### config.mk
export PLATFORM = sky130hd
export DESIGN_NAME = bpa_ram
export DESIGN_NICKNAME = d
export VERILOG_FILES = /design/src/hw/rtl/bpa_ram.sv
export SDC_FILE = /design/constraint.sdc
export NUM_CORES = 1
export LEC_CHECK = 0
export BUFFER_PORTS_ARGS = -buffer_cell sky130_fd_sc_hd__buf_4
export CAP_MARGIN = 20
export CORE_ASPECT_RATIO = 0.75
export CORE_UTILIZATION = 45
export CTS_CLUSTER_DIAMETER = 40
export DETAILED_ROUTE_END_ITERATION = 10
export PLACE_DENSITY = 0.66
export SLEW_MARGIN = 20
export SYNTH_ARGS = -nofsm -noshare
export SYNTH_HDL_FRONTEND = slang
export SYNTH_SLANG_ARGS = --single-unit
export TNS_END_PERCENT = 30
### constraint.sdc
create_clock -name aclk -period 2.1 [get_ports aclk]
set_input_delay 0.105 -clock aclk [delete_from_list [all_inputs] [get_ports aclk]]
set_output_delay 0.105 -clock aclk [all_outputs]
set_load 0.1 [all_outputs]
### src/hw/rtl/bpa_ram.sv
// Generic single-write, single-read RAM with registered read data.
`timescale 1ns / 1ps

module bpa_ram #(
    parameter int WIDTH = 8,
    parameter int DEPTH = 16
) (
    input  logic                     aclk,
    input  logic                     we,
    input  logic [$clog2(DEPTH)-1:0] waddr,
    input  logic [WIDTH-1:0]         wdata,
    input  logic [$clog2(DEPTH)-1:0] raddr,
    output logic [WIDTH-1:0]         rdata
);

    logic [WIDTH-1:0] mem [DEPTH];
    logic [WIDTH-1:0] rdata_reg;

    always_ff @(posedge aclk) begin
        if (we) begin
            mem[waddr] <= wdata;
        end
        rdata_reg <= mem[raddr];
    end

    assign rdata = rdata_reg;

endmodule

==> impl_metrics.env <==
export IMPL_outcome="finished, violations left"
export IMPL_violations="DRC"
export IMPL_ys_ff_latch=136
export IMPL_path_max_fanout=1
export IMPL_skew_ns=0.00977
export IMPL_fmax_mhz=746
export IMPL_firstDrtPassIters=7
export IMPL_grt_use_total_pct=18.9
export IMPL_fp_dieW_microns=125
export IMPL_root_buffer="clkbuf_16"
export IMPL_holdPathStages=1
export IMPL_synthTopCellsByCount="128 x edfxtp_1, 18 x mux4_2, 16 x a22oi_1, 14 x mux4_1, 13 x nor2_1"
export IMPL_worstSetupPathType="reg2reg"
export IMPL_antenna_found_initial=0
export IMPL_dieArea_sq_um=11900
export IMPL_port_buffers=25
export IMPL_post_route_drc_count=3
export IMPL_synthCells=229
export IMPL_grt_pass1_vias=2482
export IMPL_arrival_ns=1.64
export IMPL_viasPerCell=5.52
export IMPL_final_util_pct=57.0
export IMPL_p_total_uw=6710
export IMPL_grt_pass1_wl_mm=15.2
export IMPL_relSlewSlack_pct=50.6
export IMPL_layout_nets=305
export IMPL_hpwl_mm=6.04
export IMPL_crit_family="multiplexers"
export IMPL_hold_viol=0
export IMPL_synth_largest_area_cell="edfxtp_1"
export IMPL_hold_slack_ns=0.00472
export IMPL_layout_min_cycle_time_ns=1.34
export IMPL_drv_slew=0
export IMPL_diodes=0
export IMPL_tightest_slew_ns=0.738
export IMPL_post_drt_wl_per_cell_microns=22.6
export IMPL_synth_most_common_cell="edfxtp_1"
export IMPL_fin_tns_setup_ns=0
export IMPL_ant_nets=0
export IMPL_cts_made_buffers=17
export IMPL_grt_overflow=0
export IMPL_critical_path_max_stage_delay_ns=0.54
export IMPL_ys_types=19
export IMPL_syn_cell_area_sq_um=5150
export IMPL_crit_path_top_delay_cell="mux4_1"
export IMPL_core_area_sq_um=11000
export IMPL_cts_max_path_buffers=2
export IMPL_cts_sinks=136
export IMPL_p_per_area_nw_per_um2=1070
export IMPL_routabilityCongestion=0.711
export IMPL_core_rowCount=33
export IMPL_ys_top_cells_by_area="edfxtp_1 75%, mux4_2 7.9%, mux4_1 7.1%"
export IMPL_hp_start="wdata[3]"
export IMPL_crit_path_end_kind="register"
export IMPL_grt_max_degree=33
export IMPL_crit_reg2reg_launch="mem[1][0]"
export IMPL_io_pins=26
export IMPL_required_ns=2.40
export IMPL_cp_start_kind="register"
export IMPL_drive_above_1_share_pct=31.3
export IMPL_htree_levels=4
export IMPL_period_share_pct=63.8
export IMPL_syn_nets=247
export IMPL_clkLatencyLatePin_ns=0.41
export IMPL_crit_cells=3
export IMPL_tritoncts="yes"
export IMPL_yosys_area_top_type_share_pct=74.7
export IMPL_hold_end="mem[15][3]"
export IMPL_synthArstFlopShare_pct=0
export IMPL_largest_register_ffs=128
export IMPL_start_util_pct=46.7
export IMPL_vias=2430
export IMPL_yosys_warnings=0
export IMPL_syn_avg_cell_area_sq_um=22.5
export IMPL_clkTransAtPathRegs_ns=0.06
export IMPL_dieHeight_microns=94.6
export IMPL_synthFlopType="edfxtp_1"
export IMPL_synth_edf_count=128
export IMPL_finalSetupViolCount=0
export IMPL_ir_drop_mv=0.650
export IMPL_r2r_cells=3
export IMPL_grt_setup_unrepaired="false"
export IMPL_drt_first_iter_violations=254
export IMPL_hold_path_class="in2reg"
export IMPL_areaGrowthSynthToFinish_pct=22.0
export IMPL_worstPathCellList="mux4_1 > a22oi_1 > nand2_1"
export IMPL_r2r_end="rdata[0]"
export IMPL_r2r_slack_ns=0.76
export IMPL_ys_seq_area_share_pct=77.8
export IMPL_path_buf_inv=0
export IMPL_finalWirelength_mm=9.95
export IMPL_max_cap_viol_count=0
export IMPL_p_leak_uw=0.00214
## how the worst max path moves through the flow
stage,startpoint,endpoint,slack [ns]
2_1_floorplan,waddr[2],mem[0][0],0.50
3_3_place_gp,raddr[0],rdata[1],0.44
3_5_place_dp,raddr[0],rdata[1],0.45
4_1_cts,mem[1][0],rdata[0],0.73
5_1_grt,mem[10][3],rdata[3],0.71
6_report,mem[1][0],rdata[0],0.76
## per-layer routing
layer  track usage (%)  vias to the layer above  part of all wire, %
li1                  -                     1093                    -
met1              26.3                     1245                   45
met2              27.9                       88                   46
met3              5.95                        4                  8.3
met4              7.32                        0                 0.53
met5                 0                        -                    0
## through the flow
step                instances  worst slack (ns)  instance area (sq um)
floorplan                 229             0.502                   5150
global placement          403             0.436                   5580
detailed placement        403             0.451                   5580
CTS                       440             0.733                   6280
global route              440             0.708                   6280
finish                    440             0.760                   6280
## layout by cell type (no fill, tap or decap)
cell type,synthesis,final
a22oi_1,16,16
and2_1,1,1
and2b_1,1,1
buf_12,0,1
buf_4,1,43
bufinv_16,0,5
clkbuf_1,0,1
clkbuf_16,0,17
clkinv_4,0,4
clkinvlp_4,0,4
dfxtp_1,8,8
dlygate4sd3_1,0,5
edfxtp_1,128,128
inv_6,0,1
mux4_1,14,14
mux4_2,18,18
nand2_1,9,9
nand2b_1,2,2
nand3_1,1,1
nand3b_1,2,2
nor2_1,13,13
nor2b_1,1,1
nor3_1,4,4
or3b_2,1,1
## repair_timing
item / CTS / global route
setup buffers: 0 / 0
resized for setup: 0 / 0
endpoints found under the hold margin: 68 / 0
hold buffers: 5 / 0
## report_power, final
part	total [uW]	switching [uW]	internal, uW
combinational	433	287	146
sequential	3060	21.2	3030
clock	3220	1110	2110
total	6710	1420	5300
## logic make-up (layout without fill, tap and decap cells)
kind of cell	after synthesis	after routing	share of synthesized area, %
compound gates	16	16	2.33
flops	136	136	77.8
buf+inv	10	81	1.68
mux	32	32	15.0
simple gates	35	35	3.18
## layout make-up
type / count / area, sq um
fillers: 815 / 4740
repair buffers: 49 / 393
clock buffers: 18 / 429
multi-input cells: 83 / 1060
well taps: 140 / 175
clock inverters: 14 / 224
flip-flops and latches: 136 / 4000
Power figures use the tool's default switching activity.
